==> config.mk <==
export PLATFORM = sky130hd
export DESIGN_NAME = command_line_mode_controller_flat
export DESIGN_NICKNAME = d
export VERILOG_FILES = /design/src/rtl/clmc_pkg.sv /design/src/rtl/clmc_chan_if.sv /design/src/rtl/command_line_mode_controller.sv /design/src/rtl/clmc_line_asm.sv /design/src/rtl/clmc_cmd_exec.sv /design/src/flat_wrapper.sv
export VERILOG_INCLUDE_DIRS = /design/src /design/src/rtl
export SDC_FILE = /design/constraint.sdc
export NUM_CORES = 1
export LEC_CHECK = 0
export ABC_AREA = 1
export BUFFER_PORTS_ARGS = -buffer_cell sky130_fd_sc_hd__buf_2
export CAP_MARGIN = 10
export CORE_MARGIN = 2
export CORE_UTILIZATION = 40
export CTS_BUF_LIST = sky130_fd_sc_hd__clkbuf_8
export DETAILED_ROUTE_END_ITERATION = 10
export MAX_ROUTING_LAYER = met4
export PLACE_DENSITY = 0.81
export RECOVER_POWER = 100
export SLEW_MARGIN = 15
export SYNTH_ARGS = -nofsm -noshare
export SYNTH_HDL_FRONTEND = slang
export SYNTH_SLANG_ARGS = --single-unit
==> constraint.sdc <==
create_clock -name clk -period 1 [get_ports clk]
set_input_delay 0.2 -clock clk [delete_from_list [all_inputs] [get_ports clk]]
set_output_delay 0.2 -clock clk [all_outputs]
set_load 0.05 [all_outputs]
==> src/rtl/assert_macros.svh <==
// Assertion macros shared by the command line mode controller RTL.
// Standalone header; included by the modules that carry assertions.
`ifndef ASSERT_MACROS_SVH
`define ASSERT_MACROS_SVH

// Same-cycle implication, checked outside reset.
`define CLMC_ASSERT_NOW(label, clk, rst_n, ante, cons, msg) \
  label: assert property (@(posedge clk) disable iff (!rst_n) (ante) |-> (cons)) \
    else $error(msg);

// Next-cycle implication, checked outside reset.
`define CLMC_ASSERT_NEXT(label, clk, rst_n, ante, cons, msg) \
  label: assert property (@(posedge clk) disable iff (!rst_n) (ante) |=> (cons)) \
    else $error(msg);

`endif

==> src/rtl/clmc_pkg.sv <==
// Package for the command line mode controller: beat types, codes, constants.
// No dependencies; imported by the top level, clmc_line_asm and clmc_cmd_exec.
`timescale 1ns / 1ps

package clmc_pkg;

  typedef struct packed {
    logic       action;
    logic [7:0] rx_byte;
  } in_beat_t;

  typedef struct packed {
    logic [2:0] event_res;
    logic [1:0] mode_now;
    logic [6:0] speed_val;
    logic [1:0] drive_dir;
  } out_beat_t;

  typedef enum logic [2:0] {
    EV_STOP      = 3'd0,
    EV_MANUAL    = 3'd1,
    EV_AUTO      = 3'd2,
    EV_SPEED     = 3'd3,
    EV_DRIVE     = 3'd4,
    EV_HEARTBEAT = 3'd5,
    EV_IGNORED   = 3'd6,
    EV_LINK_LOST = 3'd7
  } event_t;

  typedef enum logic [1:0] {
    MD_IDLE   = 2'd0,
    MD_MANUAL = 2'd1,
    MD_AUTO   = 2'd2
  } mode_t;

  typedef enum logic [1:0] {
    PH_SKIP   = 2'd0,
    PH_SIGN   = 2'd1,
    PH_DIGITS = 2'd2,
    PH_DONE   = 2'd3
  } phase_t;

  typedef enum logic [1:0] {
    DIR_F = 2'd0,
    DIR_B = 2'd1,
    DIR_L = 2'd2,
    DIR_R = 2'd3
  } dir_t;

  // Completed line, handed from the line assembler to the executor.
  typedef struct packed {
    logic       done;
    logic [7:0] letter;
    logic [6:0] number;
  } line_end_t;

  localparam int unsigned APB_ADDR_W = 2;
  localparam logic [APB_ADDR_W-1:0] ADDR_LINK_TIMEOUT = 2'd0;

  localparam logic [15:0] TIMEOUT_RESET = 16'd150;
  localparam logic [6:0]  NUM_CLAMP     = 7'd100;
  localparam logic [6:0]  NUM_SAT       = 7'd101;

  localparam logic [7:0] CH_LF    = 8'h0A;
  localparam logic [7:0] CH_CR    = 8'h0D;
  localparam logic [7:0] CH_SPACE = 8'h20;
  localparam logic [7:0] CH_TAB   = 8'h09;
  localparam logic [7:0] CH_VT    = 8'h0B;
  localparam logic [7:0] CH_FF    = 8'h0C;
  localparam logic [7:0] CH_PLUS  = 8'h2B;
  localparam logic [7:0] CH_MINUS = 8'h2D;
  localparam logic [7:0] CH_0     = 8'h30;
  localparam logic [7:0] CH_9     = 8'h39;

  localparam logic [7:0] CMD_STOP      = 8'h53; // S
  localparam logic [7:0] CMD_MANUAL    = 8'h4D; // M
  localparam logic [7:0] CMD_AUTO      = 8'h41; // A
  localparam logic [7:0] CMD_SPEED     = 8'h56; // V
  localparam logic [7:0] CMD_FWD       = 8'h46; // F
  localparam logic [7:0] CMD_BACK      = 8'h42; // B
  localparam logic [7:0] CMD_LEFT      = 8'h4C; // L
  localparam logic [7:0] CMD_RIGHT     = 8'h52; // R
  localparam logic [7:0] CMD_HEARTBEAT = 8'h48; // H

endpackage

==> src/rtl/clmc_chan_if.sv <==
// Valid/ready channel interface carrying one payload beat.
// Payload type is a parameter.
`timescale 1ns / 1ps

interface clmc_chan_if #(
  parameter type payload_t = logic
);
  logic     valid;
  logic     ready;
  payload_t payload;

  modport source (output valid, output payload, input ready);
  modport sink (input valid, input payload, output ready);
endinterface

==> src/rtl/command_line_mode_controller.sv <==
// Top level of the command line mode controller: channel registers, APB register
// and the two processing parts. Depends on clmc_pkg, clmc_chan_if, clmc_line_asm, clmc_cmd_exec.
`timescale 1ns / 1ps

// Command line mode controller. Each input beat is either one received byte
// (action 0) or one control tick (action 1). Bytes build a command line that
// ends at CR or LF; only the first LINE_CHARS_MAX bytes of a line are kept and
// empty lines produce nothing. On the line end, the first letter picks the
// command (S stop, M manual, A auto, V speed, F/B/L/R drive in manual mode,
// H heartbeat, anything else ignored) and the number after it, parsed as a
// signed decimal with leading white space, is clamped to 0..100. Every handled
// line stamps the current tick count; in auto mode a tick whose distance from
// that stamp exceeds link_timeout_ticks (APB address 0, reset 150) drops the
// mode to idle and emits a link-lost beat. A beat yields zero or one result
// beat. Throughput is one beat per clock unless the output stalls: a beat is
// held in the input register, processed by combinational logic, and its result
// is loaded into the output register. The held beat advances only when the
// output register is empty or its result is taken in the same cycle, so a
// waiting result holds the input register; output backpressure is the only
// thing that stalls the input.
// Program the timeout only while no beats are in flight.
module command_line_mode_controller
  import clmc_pkg::*;
#(
  parameter int unsigned LINE_CHARS_MAX = 31
) (
  input  logic                  clk,
  input  logic                  rst_n,
  clmc_chan_if.sink             in_ch,
  clmc_chan_if.source           out_ch,
  input  logic                  psel,
  input  logic                  penable,
  input  logic                  pwrite,
  input  logic [APB_ADDR_W-1:0] paddr,
  input  logic [31:0]           pwdata,
  output logic [31:0]           prdata,
  output logic                  pready
);

  // Input register: holds one accepted beat until the output side can take it.
  logic     in_valid_r, in_valid_nxt;
  in_beat_t in_beat_r, in_beat_nxt;

  // Output register.
  logic      out_valid_r, out_valid_nxt;
  out_beat_t out_beat_r, out_beat_nxt;

  // Timeout register.
  logic [15:0] timeout_r, timeout_nxt;

  logic      out_free;
  logic      step;
  logic      cfg_wr;
  line_end_t line_end;
  logic      res_valid;
  out_beat_t res;

  // Advance the held beat whenever the output register is empty or drains.
  assign out_free    = !out_valid_r || out_ch.ready;
  assign step        = in_valid_r && out_free;
  assign in_ch.ready = !in_valid_r || out_free;

  always_comb begin
    in_valid_nxt = in_valid_r;
    in_beat_nxt  = in_beat_r;
    if (in_ch.ready) begin
      in_valid_nxt = in_ch.valid;
      in_beat_nxt  = in_ch.payload;
    end
  end

  // Load a result only when the step produced one; otherwise drop valid once drained.
  always_comb begin
    out_valid_nxt = out_valid_r;
    out_beat_nxt  = out_beat_r;
    if (out_free) begin
      out_valid_nxt = step && res_valid;
      if (step && res_valid) begin
        out_beat_nxt = res;
      end
    end
  end

  assign out_ch.valid   = out_valid_r;
  assign out_ch.payload = out_beat_r;

  // APB register access: write in the access phase, no wait states.
  assign pready = 1'b1;
  assign cfg_wr = psel && penable && pwrite && (paddr == ADDR_LINK_TIMEOUT);
  assign prdata = (paddr == ADDR_LINK_TIMEOUT) ? {16'd0, timeout_r} : '0;

  always_comb begin
    timeout_nxt = timeout_r;
    if (cfg_wr) begin
      timeout_nxt = pwdata[15:0];
    end
  end

  always_ff @(posedge clk) begin
    if (!rst_n) begin
      in_valid_r  <= 1'b0;
      out_valid_r <= 1'b0;
      timeout_r   <= TIMEOUT_RESET;
    end else begin
      in_valid_r  <= in_valid_nxt;
      out_valid_r <= out_valid_nxt;
      timeout_r   <= timeout_nxt;
    end
  end

  // Payload registers carry no reset.
  always_ff @(posedge clk) begin
    in_beat_r  <= in_beat_nxt;
    out_beat_r <= out_beat_nxt;
  end

  clmc_line_asm #(
    .LINE_CHARS_MAX(LINE_CHARS_MAX)
  ) u_line_asm (
    .clk     (clk),
    .rst_n   (rst_n),
    .step    (step),
    .beat    (in_beat_r),
    .line_end(line_end)
  );

  clmc_cmd_exec u_cmd_exec (
    .clk         (clk),
    .rst_n       (rst_n),
    .step        (step),
    .is_tick     (in_beat_r.action),
    .line_end    (line_end),
    .link_timeout(timeout_r),
    .res_valid   (res_valid),
    .res         (res)
  );

endmodule

==> src/rtl/clmc_line_asm.sv <==
// Line assembler: collects bytes into a command line, keeps the command letter
// and parses the number on the fly. Depends on clmc_pkg and assert_macros.svh.
`timescale 1ns / 1ps
`include "assert_macros.svh"

module clmc_line_asm
  import clmc_pkg::*;
#(
  parameter int unsigned LINE_CHARS_MAX = 31
) (
  input  logic      clk,
  input  logic      rst_n,
  input  logic      step,
  input  in_beat_t  beat,
  output line_end_t line_end
);

  localparam int unsigned LEN_W = $clog2(LINE_CHARS_MAX + 1);
  localparam logic [LEN_W-1:0] LEN_MAX = LEN_W'(LINE_CHARS_MAX);

  logic [LEN_W-1:0] len_r, len_nxt;
  logic [7:0]       letter_r, letter_nxt;
  phase_t           phase_r, phase_nxt;
  logic             neg_r, neg_nxt;
  logic [6:0]       acc_r, acc_nxt;

  logic [7:0]  c;
  logic        is_eol;
  logic        is_digit;
  logic        is_space;
  logic [3:0]  dval;
  logic [10:0] sum;
  logic [6:0]  acc_fed;

  assign c        = beat.rx_byte;
  assign is_eol   = (c == CH_LF) || (c == CH_CR);
  assign is_digit = (c >= CH_0) && (c <= CH_9);
  assign is_space = (c == CH_SPACE) || (c == CH_TAB) || (c == CH_VT) || (c == CH_FF);
  assign dval     = 4'(c - CH_0);
  assign sum      = 11'(acc_r) * 11'd10 + 11'(dval);
  assign acc_fed  = (sum > 11'(NUM_SAT)) ? NUM_SAT : 7'(sum);

  always_comb begin
    len_nxt    = len_r;
    letter_nxt = letter_r;
    phase_nxt  = phase_r;
    neg_nxt    = neg_r;
    acc_nxt    = acc_r;
    if (step && !beat.action) begin
      if (is_eol) begin
        len_nxt    = '0;
        letter_nxt = '0;
        phase_nxt  = PH_SKIP;
        neg_nxt    = 1'b0;
        acc_nxt    = '0;
      end else if (len_r < LEN_MAX) begin
        len_nxt = len_r + 1'b1;
        if (len_r == '0) begin
          letter_nxt = c;
        end else begin
          unique case (phase_r)
            PH_SKIP: begin
              priority if (is_space) begin
                phase_nxt = PH_SKIP;
              end else if (c == CH_PLUS) begin
                phase_nxt = PH_SIGN;
              end else if (c == CH_MINUS) begin
                neg_nxt   = 1'b1;
                phase_nxt = PH_SIGN;
              end else if (is_digit) begin
                acc_nxt   = acc_fed;
                phase_nxt = PH_DIGITS;
              end else begin
                phase_nxt = PH_DONE;
              end
            end
            PH_SIGN, PH_DIGITS: begin
              if (is_digit) begin
                acc_nxt   = acc_fed;
                phase_nxt = PH_DIGITS;
              end else begin
                phase_nxt = PH_DONE;
              end
            end
            default: phase_nxt = phase_r;
          endcase
        end
      end
    end
  end

  assign line_end.done   = step && !beat.action && is_eol && (len_r != '0);
  assign line_end.letter = letter_r;
  assign line_end.number = neg_r ? '0 : ((acc_r > NUM_CLAMP) ? NUM_CLAMP : acc_r);

  always_ff @(posedge clk) begin
    if (!rst_n) begin
      len_r    <= '0;
      letter_r <= '0;
      phase_r  <= PH_SKIP;
      neg_r    <= 1'b0;
      acc_r    <= '0;
    end else begin
      len_r    <= len_nxt;
      letter_r <= letter_nxt;
      phase_r  <= phase_nxt;
      neg_r    <= neg_nxt;
      acc_r    <= acc_nxt;
    end
  end

  `CLMC_ASSERT_NOW(a_len_bounded, clk, rst_n, 1'b1, len_r <= LEN_MAX, "line length past max")
  `CLMC_ASSERT_NOW(a_acc_sat, clk, rst_n, 1'b1, acc_r <= NUM_SAT, "accumulator past saturation")

endmodule

==> src/rtl/clmc_cmd_exec.sv <==
// Command executor: mode register, tick counter, last-command stamp and the
// per-beat event decode. Depends on clmc_pkg and assert_macros.svh.
`timescale 1ns / 1ps
`include "assert_macros.svh"

module clmc_cmd_exec
  import clmc_pkg::*;
(
  input  logic        clk,
  input  logic        rst_n,
  input  logic        step,
  input  logic        is_tick,
  input  line_end_t   line_end,
  input  logic [15:0] link_timeout,
  output logic        res_valid,
  output out_beat_t   res
);

  mode_t       mode_r, mode_nxt;
  logic [31:0] tick_r, tick_nxt;
  logic [31:0] stamp_r, stamp_nxt;

  logic [31:0] tick_inc;
  logic [31:0] gap;
  logic        timed_out;

  assign tick_inc  = tick_r + 32'd1;
  assign gap       = tick_inc - stamp_r;
  assign timed_out = gap > {16'd0, link_timeout};

  always_comb begin
    mode_nxt      = mode_r;
    tick_nxt      = tick_r;
    stamp_nxt     = stamp_r;
    res_valid     = 1'b0;
    res.event_res = EV_IGNORED;
    res.speed_val = '0;
    res.drive_dir = DIR_F;
    if (step && is_tick) begin
      tick_nxt = tick_inc;
      if ((mode_r == MD_AUTO) && timed_out) begin
        mode_nxt      = MD_IDLE;
        res_valid     = 1'b1;
        res.event_res = EV_LINK_LOST;
      end
    end else if (line_end.done) begin
      stamp_nxt = tick_r;
      res_valid = 1'b1;
      unique case (line_end.letter)
        CMD_STOP: begin
          mode_nxt      = MD_IDLE;
          res.event_res = EV_STOP;
        end
        CMD_MANUAL: begin
          mode_nxt      = MD_MANUAL;
          res.event_res = EV_MANUAL;
        end
        CMD_AUTO: begin
          mode_nxt      = MD_AUTO;
          res.event_res = EV_AUTO;
        end
        CMD_SPEED: begin
          res.event_res = EV_SPEED;
          res.speed_val = line_end.number;
        end
        CMD_FWD, CMD_BACK, CMD_LEFT, CMD_RIGHT: begin
          if (mode_r == MD_MANUAL) begin
            res.event_res = EV_DRIVE;
            res.speed_val = line_end.number;
            priority if (line_end.letter == CMD_FWD) begin
              res.drive_dir = DIR_F;
            end else if (line_end.letter == CMD_BACK) begin
              res.drive_dir = DIR_B;
            end else if (line_end.letter == CMD_LEFT) begin
              res.drive_dir = DIR_L;
            end else begin
              res.drive_dir = DIR_R;
            end
          end
        end
        CMD_HEARTBEAT: res.event_res = EV_HEARTBEAT;
        default:       res.event_res = EV_IGNORED;
      endcase
    end
    res.mode_now = mode_nxt;
  end

  always_ff @(posedge clk) begin
    if (!rst_n) begin
      mode_r  <= MD_IDLE;
      tick_r  <= '0;
      stamp_r <= '0;
    end else begin
      mode_r  <= mode_nxt;
      tick_r  <= tick_nxt;
      stamp_r <= stamp_nxt;
    end
  end

  `CLMC_ASSERT_NOW(a_lost_from_auto, clk, rst_n,
                   res_valid && (res.event_res == EV_LINK_LOST), mode_r == MD_AUTO,
                   "link lost outside auto")
  `CLMC_ASSERT_NEXT(a_lost_goes_idle, clk, rst_n,
                    res_valid && (res.event_res == EV_LINK_LOST), mode_r == MD_IDLE,
                    "mode not idle after link lost")
  `CLMC_ASSERT_NOW(a_drive_in_manual, clk, rst_n,
                   res_valid && (res.event_res == EV_DRIVE), mode_r == MD_MANUAL,
                   "drive outside manual")

endmodule
==> src/flat_wrapper.sv <==
// flat-port wrapper written by rule: the top's interface ports become plain ports
module command_line_mode_controller_flat import clmc_pkg::*;
#(
  parameter int unsigned LINE_CHARS_MAX = 31
)
  (clk, rst_n, psel, penable, pwrite, paddr, pwdata, prdata, pready, in_ch_valid, in_ch_payload, in_ch_ready, out_ch_valid, out_ch_payload, out_ch_ready);
  clmc_chan_if in_ch_i ();
  clmc_chan_if out_ch_i ();
  input  logic clk;
  input  logic rst_n;
  input  logic psel;
  input  logic penable;
  input  logic pwrite;
  input  logic [APB_ADDR_W-1:0] paddr;
  input  logic [31:0] pwdata;
  output logic [31:0] prdata;
  output logic pready;
  input wire logic [$bits(in_ch_i.valid)-1:0] in_ch_valid;
  input wire logic [$bits(in_ch_i.payload)-1:0] in_ch_payload;
  output wire logic [$bits(in_ch_i.ready)-1:0] in_ch_ready;
  output wire logic [$bits(out_ch_i.valid)-1:0] out_ch_valid;
  output wire logic [$bits(out_ch_i.payload)-1:0] out_ch_payload;
  input wire logic [$bits(out_ch_i.ready)-1:0] out_ch_ready;
  assign in_ch_i.valid = in_ch_valid;
  assign in_ch_i.payload = in_ch_payload;
  assign in_ch_ready = in_ch_i.ready;
  assign out_ch_valid = out_ch_i.valid;
  assign out_ch_payload = out_ch_i.payload;
  assign out_ch_i.ready = out_ch_ready;
  command_line_mode_controller #(.LINE_CHARS_MAX(LINE_CHARS_MAX)) u_core (.clk(clk), .rst_n(rst_n), .in_ch(in_ch_i), .out_ch(out_ch_i), .psel(psel), .penable(penable), .pwrite(pwrite), .paddr(paddr), .pwdata(pwdata), .prdata(prdata), .pready(pready));
endmodule
==> impl_metrics.env, run 1 <==
export IMPL_status="finished with violations"
export IMPL_violations="setup timing"
export IMPL_grt_pass1_wl_mm=3.24
export IMPL_cts_path_max_buffers=2
export IMPL_antenna_found_initial=0
export IMPL_drc=0
export IMPL_vias=960
export IMPL_ys_warn_count=0
export IMPL_wl_met2_mm=1.09
export IMPL_post_route_period_util_pct=110
export IMPL_largest_register_ffs=16
export IMPL_syn_instance_count=158
export IMPL_fin_cells=229
export IMPL_tns_ns=-0.915
export IMPL_pre_cts_ws_ns=-0.138
export IMPL_finClkSkew_ns=0
export IMPL_crit_required_ns=0.80
export IMPL_numCtsBuffers=3
export IMPL_place_hpwl_mm=1.44
export IMPL_gp_congestion=0.724
export IMPL_grt_max_degree=17
export IMPL_max_freq_mhz=910
export IMPL_synth_cell_types=15
export IMPL_clock_sinks=16
export IMPL_syn_cell_area_sq_um=998
export IMPL_placementRows=18
export IMPL_grt_pass1_vias=874
export IMPL_wirelength_mm=2.04
export IMPL_route_met3_wl_microns=130
export IMPL_final_layout_size_suffix_gt1_share_pct=50.8
export IMPL_die_h_microns=54.0
export IMPL_die_area_sq_mm=0.00291
export IMPL_tritoncts="built"
export IMPL_crit_path_max_fanout=2
export IMPL_core_area_sq_mm=0.00241
export IMPL_post_place_cells=225
export IMPL_final_common_cell="nor2_1"
export IMPL_mostFrequentLayoutCells="25 x nor2_1, 22 x nand2_1, 20 x conb_1, 20 x buf_2, 18 x inv_2"
export IMPL_yosysSeqAreaShare_pct=32.1
export IMPL_critPathKind="reg2out"
export IMPL_initial_core_util_pct=41.4
export IMPL_worst_slack_ns=-0.0993
export IMPL_startpoint_type="flip-flop"
export IMPL_critPathArrivalTime_ns=0.90
export IMPL_ioPinCount=78
export IMPL_area_delta_synth_final_pct=47.4
export IMPL_first_pass_iters=4
export IMPL_routedWlPerCell_microns=8.90
export IMPL_gr_total_overflow=0
export IMPL_syn_area_per_cell_sq_um=6.32
export IMPL_vdd_drop_max_v=0.000722
export IMPL_ant_nets=0
export IMPL_final_hold_viol_count=0
export IMPL_worstSetupEndpointType="output pin"
export IMPL_port_buffers=38
export IMPL_p_leak_nw=0.748
export IMPL_wl_met1_microns=782
export IMPL_insertion_delay_ns=0.25
export IMPL_regMostFlops="u_core.timeout_r"
export IMPL_rsz0062_at_grt="true"
export IMPL_drtIter0Drc=8
export IMPL_htree_levels=1
export IMPL_finalMaxSlewViolations=0
export IMPL_setup_viol=16
export IMPL_root_buffer="clkbuf_8"
export IMPL_max_cap_violations=0
export IMPL_cts_hold_buf=0
export IMPL_ys_seq_elements=16
export IMPL_post_cts_setup_buffers=0
export IMPL_hold_class="in2reg"
export IMPL_n_fill_cell=225
export IMPL_fin_crit_ns=1.10
export IMPL_grt_use_total_pct=15.9
export IMPL_vias_per_cell=4.19
export IMPL_pwr_density_cell_mw_per_mm2=1150
export IMPL_clk_pin_slew_worst_paths_ns=0.06
export IMPL_chipWidth_microns=54.0
export IMPL_highest_layer="met4"
export IMPL_antennaDiodeCount=0
export IMPL_nets=242
export IMPL_top_regs="u_core.timeout_r (16)"
## routing by layer
layer / up-vias / track usage, %
met3: 6 / 3.33
met2: 37 / 28.3
met4: 0 / 10.3
li1: 500 / -
met5: - / -
met1: 417 / 15.6
## power by group
| part | switching [W] | internal (W) | leakage (nW) | total (W) |
|---|---|---|---|---|
| clock network | 0.000220 | 0.000349 | 0.0288 | 0.000569 |
| registers | 0.00000883 | 0.000654 | 0.134 | 0.000663 |
| logic | 0.000331 | 0.000124 | 0.585 | 0.000454 |
## synthesized netlist by cell type
cell type	instances	share of area, %
inv_2	2	0.75
nor2_8	1	2.0
nand3_1	16	8.0
buf_6	1	1.1
nand2_4	1	1.1
clkbuf_1	1	0.38
nor2_2	1	0.63
inv_1	29	11
buf_2	2	1.0
conb_1	2	0.75
nor2_1	41	15
nand3_2	1	1.0
nand2_1	22	8.3
dfxtp_1	16	32
buf_4	22	17
## cells by family after synthesis
family        count (synthesis)  synth area share, %
simple gates                 83                 36.5
flops                        16                 32.1
buf+inv                      57                 30.7
other cells                   2                0.752
## final cells by class
| class | instances | area [sq um] | area share (%) |
|---|---|---|---|
| Sequential cell | 16 | 340 | 23.1 |
| Timing Repair Buffer | 45 | 383 | 26.0 |
| Clock buffer | 4 | 55.1 | 3.74 |
| Multi-Input combinational cell | 103 | 539 | 36.6 |
| Tap cell | 30 | 37.5 | 2.55 |
| Inverter | 31 | 116 | 7.91 |
## per-stage QoR
step	util, %	area, sq um	power [W]	hold slack [ns]
floorplan	-	1140	0.00106	0.326
global placement	51.4	1240	0.00108	0.413
detailed placement	51.4	1240	0.00109	0.416
CTS	59.8	1440	0.00169	0.156
global route	61.1	1470	0.00175	0.169
finish	61.1	1470	0.00169	0.163
## repair_timing
action                                  CTS  global route
pin swaps                                15             1
endpoints found under the setup margin   16            16
gates resized for setup                  67            14
## worst max-delay path: stages (launching register included)
cell     delay (ns)
dfxtp_2        0.33
inv_2          0.04
nor2_4         0.12
buf_8          0.15
## final timing paths
| kind | start | to | slack [ns] | depth (start not counted) |
|---|---|---|---|---|
| worst min-delay path | pwdata[2] | u_core.timeout_r[2] | 0.16 | 3 |
| worst max register to register | u_core.timeout_r[9] | u_core.timeout_r[9] | 0.41 | 2 |
| worst max-delay path | u_core.timeout_r[0] | prdata[0] | -0.1 | 3 |
| worst min register to register | u_core.timeout_r[4] | u_core.timeout_r[4] | 0.46 | 2 |
(Power assumes the default switching activity.)
==> run 2, diff against run 1 <==
--- a/config.mk
+++ b/config.mk
@@ -9,2 +9,3 @@
 export ABC_AREA = 1
+export ABC_CLOCK_PERIOD_IN_PS = 1000
 export BUFFER_PORTS_ARGS = -buffer_cell sky130_fd_sc_hd__buf_2
==> constraint.sdc (replaced) <==
create_clock -name clk -period 1 [get_ports clk]
set_input_delay 0.05 -clock clk [delete_from_list [all_inputs] [get_ports clk]]
set_output_delay 0.05 -clock clk [all_outputs]
set_load 0.05 [all_outputs]
==> impl_metrics.env, run 2 (same netlist as run 1, synthesis figures left out) <==
export IMPL_status="completed"
export IMPL_grt_pass1_vias=714
export IMPL_area_delta_synth_final_pct=32.0
export IMPL_antennaDiodeCount=0
export IMPL_crit_path_max_fanout=2
export IMPL_setup_viol=0
export IMPL_fin_crit_ns=0.987
export IMPL_numCtsBuffers=3
export IMPL_startpoint_type="flip-flop"
export IMPL_rsz0062_at_grt="true"
export IMPL_grt_max_degree=18
export IMPL_cts_hold_buf=0
export IMPL_largest_register_ffs=16
export IMPL_top_regs="u_core.timeout_r (16)"
export IMPL_core_area_sq_mm=0.00241
export IMPL_grt_pass1_wl_mm=2.83
export IMPL_cts_path_max_buffers=2
export IMPL_path_delay_family="flip-flops"
export IMPL_worstSetupEndpointType="output pin"
export IMPL_gp_congestion=0.738
export IMPL_min_from="pwdata[2]"
export IMPL_reg2regPathDepth=2
export IMPL_ioPinCount=78
export IMPL_regMostFlops="u_core.timeout_r"
export IMPL_antenna_found_initial=0
export IMPL_wirelength_mm=1.87
export IMPL_htree_levels=1
export IMPL_cp_slowest_cell="dfxtp_1"
export IMPL_critPathKind="reg2out"
export IMPL_critPathArrivalTime_ns=0.94
export IMPL_gr_total_overflow=0
export IMPL_mostFrequentLayoutCells="30 x nor2_1, 29 x inv_1, 22 x nand2_1, 22 x buf_2, 20 x conb_1"
export IMPL_finalMaxSlewViolations=0
export IMPL_hold_end="u_core.timeout_r[2]"
export IMPL_hold_class="in2reg"
export IMPL_r2r_slack_ns=0.43
export IMPL_placementRows=18
export IMPL_grt_use_total_pct=13.7
export IMPL_final_layout_size_suffix_gt1_share_pct=34.2
export IMPL_die_h_microns=54.0
export IMPL_port_buffers=38
export IMPL_crit_required_ns=0.95
export IMPL_clock_sinks=16
export IMPL_nets=239
export IMPL_vias=911
export IMPL_vdd_drop_max_v=0.000779
export IMPL_finalPower_w=0.00162
export IMPL_tns_ns=0
export IMPL_max_freq_mhz=1010
export IMPL_worstHoldPathCells=3
export IMPL_finClkSkew_ns=0
export IMPL_place_hpwl_mm=1.39
export IMPL_drtIter0Drc=11
export IMPL_tritoncts="built"
export IMPL_max_cap_violations=0
export IMPL_chipWidth_microns=54.0
export IMPL_initial_core_util_pct=41.4
export IMPL_ant_nets=0
export IMPL_routedWlPerCell_microns=8.28
export IMPL_r2r_end="u_core.timeout_r[12]"
export IMPL_final_common_cell="nor2_1"
export IMPL_timing_hold_ws_ns=0.0206
export IMPL_rr_startpoint="u_core.timeout_r[12]"
export IMPL_crit_buf_inv=2
export IMPL_pwr_density_cell_mw_per_mm2=1230
export IMPL_first_pass_iters=4
export IMPL_critPathMaxStageDelay_ns=0.33
export IMPL_cp_depth=3
export IMPL_drc=0
export IMPL_clk_pin_slew_worst_paths_ns=0.06
export IMPL_path_cells="inv_1 -> nor2_1 -> buf_6"
export IMPL_n_fill_cell=238
export IMPL_final_hold_viol_count=0
export IMPL_root_buffer="clkbuf_8"
export IMPL_p_leak_nw=0.726
export IMPL_post_route_period_util_pct=98.7
export IMPL_insertion_delay_ns=0.24
export IMPL_cp_startpoint="u_core.timeout_r[11]"
export IMPL_die_area_sq_mm=0.00291
export IMPL_vias_per_cell=4.03
-- run 2: cell types whose count changed in the layout (fill, tap and decap cells not counted), sizes merged --
| cell | before | now |
|---|---|---|
| clkbuf | 7 | 4 |
-- run 2: worst max-delay path by stage --
stage	slack (ns)	end
finish	0.01	prdata[11]
global placement	0.14	u_core.timeout_r[3]
detailed placement	0.12	u_core.timeout_r[9]
CTS	0.006	prdata[0]
floorplan	-0.06	prdata[10]
global route	-0.04	prdata[11]
-- run 2: final cells by class --
cell class | instances | area (sq um) | share of cell area [%]
Tap cell | 30 | 37.5 | 2.85
Inverter | 31 | 116 | 8.83
Multi-Input combinational cell | 103 | 467 | 35.4
Clock buffer | 4 | 55.1 | 4.18
Timing Repair Buffer | 42 | 317 | 24.0
Sequential cell | 16 | 325 | 24.7
-- run 2: metrics by stage --
| step | cell area, sq um | setup slack (ns) | cells | utilization [%] |
|---|---|---|---|---|
| 3_5_place_dp | 1130 | 0.122 | 222 | 47.0 |
| 5_1_grt | 1320 | -0.0373 | 226 | 54.7 |
| 4_1_cts | 1230 | 0.00596 | 226 | 51.0 |
| 6_report | 1320 | 0.0127 | 226 | 54.7 |
| 2_1_floorplan | 1070 | -0.0614 | 176 | - |
| 3_3_place_gp | 1130 | 0.142 | 222 | 47.0 |
-- run 2: tightest hold or removal path, cell delays in order --
cell	delay, ns
buf_2	0.08
nand2_1	0.04
nand3_1	0.06
-- run 2: where the power goes --
group | switching (W) | internal (W) | leakage, nW
Sequential | 0.00000625 | 0.000652 | 0.132
Clock | 0.000213 | 0.000348 | 0.0288
Combinational | 0.000311 | 0.0000941 | 0.565
Total | 0.000530 | 0.00109 | 0.726
-- run 2: repair_timing --
action / in CTS / in global routing
pin swaps: 0 / 1
endpoints found under the setup margin: 16 / 14
gates resized for setup: 16 / 30
buffers inserted: 0 / 0
-- run 2: metal layers --
metal / GRT usage [%] / part of all wire (%) / vias up
met3: 2.50 / 4.9 / 2
met4: 3.85 / 0.37 / 0
met1: 14.4 / 40 / 387
li1: - / - / 492
met5: - / 0 / -
met2: 25.6 / 54 / 30
==> run 3, diff against run 2 <==
CORE_ASPECT_RATIO = 0.8   (was unset)
CORE_MARGIN = 4   (was 2)
==> impl_metrics.env, run 3 (same netlist as run 1, synthesis figures left out) <==
export IMPL_grt_use_total_pct=11.3
export IMPL_core_area_sq_mm=0.00227
export IMPL_ioPinCount=78
export IMPL_post_route_period_util_pct=95.9
export IMPL_finClkSkew_ns=0
export IMPL_vdd_drop_max_v=0.000868
export IMPL_grt_pass1_vias=670
export IMPL_drc=0
export IMPL_startpoint_type="flip-flop"
export IMPL_top_regs="u_core.timeout_r (16)"
export IMPL_largest_register_ffs=16
export IMPL_first_pass_iters=4
export IMPL_mostFrequentLayoutCells="29 x inv_1, 29 x nor2_1, 22 x nand2_1, 22 x buf_2, 20 x conb_1"
export IMPL_clk_pin_slew_worst_paths_ns=0.06
export IMPL_rsz0062_at_grt="true"
export IMPL_tritoncts="built"
export IMPL_cts_path_max_buffers=2
export IMPL_port_buffers=38
export IMPL_vias=895
export IMPL_die_h_microns=52.7
export IMPL_pwr_density_cell_mw_per_mm2=1170
export IMPL_critPathArrivalTime_ns=0.91
export IMPL_cp_startpoint="u_core.timeout_r[12]"
export IMPL_die_area_sq_mm=0.00336
export IMPL_drtIter0Drc=41
export IMPL_root_buffer="clkbuf_8"
export IMPL_crit_required_ns=0.95
export IMPL_p_leak_nw=0.712
export IMPL_initial_core_util_pct=44.0
export IMPL_chipWidth_microns=63.9
export IMPL_insertion_delay_ns=0.24
export IMPL_ant_nets=0
export IMPL_grt_max_degree=18
export IMPL_area_delta_synth_final_pct=30.1
export IMPL_post_cts_setup_buffers=0
export IMPL_worstSetupEndpointType="output pin"
export IMPL_final_layout_size_suffix_gt1_share_pct=33.5
export IMPL_wirelength_mm=1.99
export IMPL_status="completed"
export IMPL_setup_viol=0
export IMPL_placementRows=15
export IMPL_routedWlPerCell_microns=8.72
export IMPL_min_from="pwdata[7]"
export IMPL_final_hold_viol_count=0
export IMPL_hold_class="in2reg"
export IMPL_max_freq_mhz=1040
export IMPL_gp_congestion=0.684
export IMPL_grt_pass1_wl_mm=2.84
export IMPL_antennaDiodeCount=0
export IMPL_clock_sinks=16
export IMPL_crit_path_max_fanout=2
export IMPL_numCtsBuffers=3
export IMPL_regMostFlops="u_core.timeout_r"
export IMPL_finalMaxSlewViolations=0
export IMPL_antenna_found_initial=0
export IMPL_rr_startpoint="u_core.timeout_r[9]"
export IMPL_tns_ns=0
export IMPL_htree_levels=1
export IMPL_critPathKind="reg2out"
export IMPL_gr_total_overflow=0
export IMPL_nets=238
export IMPL_timing_hold_ws_ns=0.0162
export IMPL_fin_crit_ns=0.959
export IMPL_vias_per_cell=3.93
export IMPL_max_cap_violations=0
export IMPL_place_hpwl_mm=1.48
## run 3: cell types whose count changed in the layout (fill, tap and decap cells not counted)
| cell | change |
|---|---|
| nor2_1 | -1 |
| buf_6 | -1 |
| nor2_2 | +1 |
| clkbuf_8 | -1 |
| dfxtp_2 | -1 |
| dfxtp_1 | +1 |
## run 3: per-stage QoR
stage / setup WS [ns] / cell area (sq um) / util [%] / std cells / power, W
floorplan: -0.0614 / 1070 / - / 176 / 0.00104
global placement: 0.144 / 1130 / 49.8 / 225 / 0.00105
detailed placement: 0.115 / 1130 / 49.8 / 225 / 0.00105
CTS: 0.00768 / 1210 / 53.4 / 228 / 0.00153
global route: -0.0362 / 1300 / 57.2 / 228 / 0.00160
finish: 0.0406 / 1300 / 57.2 / 228 / 0.00152
## run 3: layer usage
metal	track usage, %	wire length, microns
met1	13.9	835
met2	16.8	976
met3	4.29	153
met4	4.30	22
met5	-	0
## run 3: cell type report
type | instances | area, sq um
fill | 245 | 972
multi-input combinational | 103 | 469
sequential | 16 | 324
timing repair buffer | 41 | 305
inverter | 31 | 116
tap | 34 | 42.5
clock buffer | 3 | 41.3
## run 3: worst paths after layout
check,end,cells past startpoint,slack [ns]
setup / recovery,prdata[12],3,0.04
setup reg to reg,u_core.timeout_r[9],2,0.44
hold / removal,u_core.timeout_r[7],3,0.02
hold reg to reg,u_core.timeout_r[4],2,0.45
## run 3: repair_timing
| action | 4_1_cts | 5_1_grt |
|---|---|---|
| endpoints found under the setup margin | 16 | 15 |
| hold buffers | 0 | 0 |
| resized for setup | 16 | 29 |
| pin swaps | 0 | 1 |
## run 3: critical path, cell delays in order (launching register included)
cell and delay, ns:
dfxtp_1 0.33, inv_1 0.04, nor2_1 0.09, buf_4 0.21
## run 3: where the power goes
part           total, W  leakage [nW]  internal (W)  switching [W]
registers      0.000659         0.131      0.000652     0.00000647
logic          0.000401         0.559     0.0000906       0.000311
clock network  0.000459        0.0216      0.000266       0.000193
total           0.00152         0.712       0.00101       0.000510
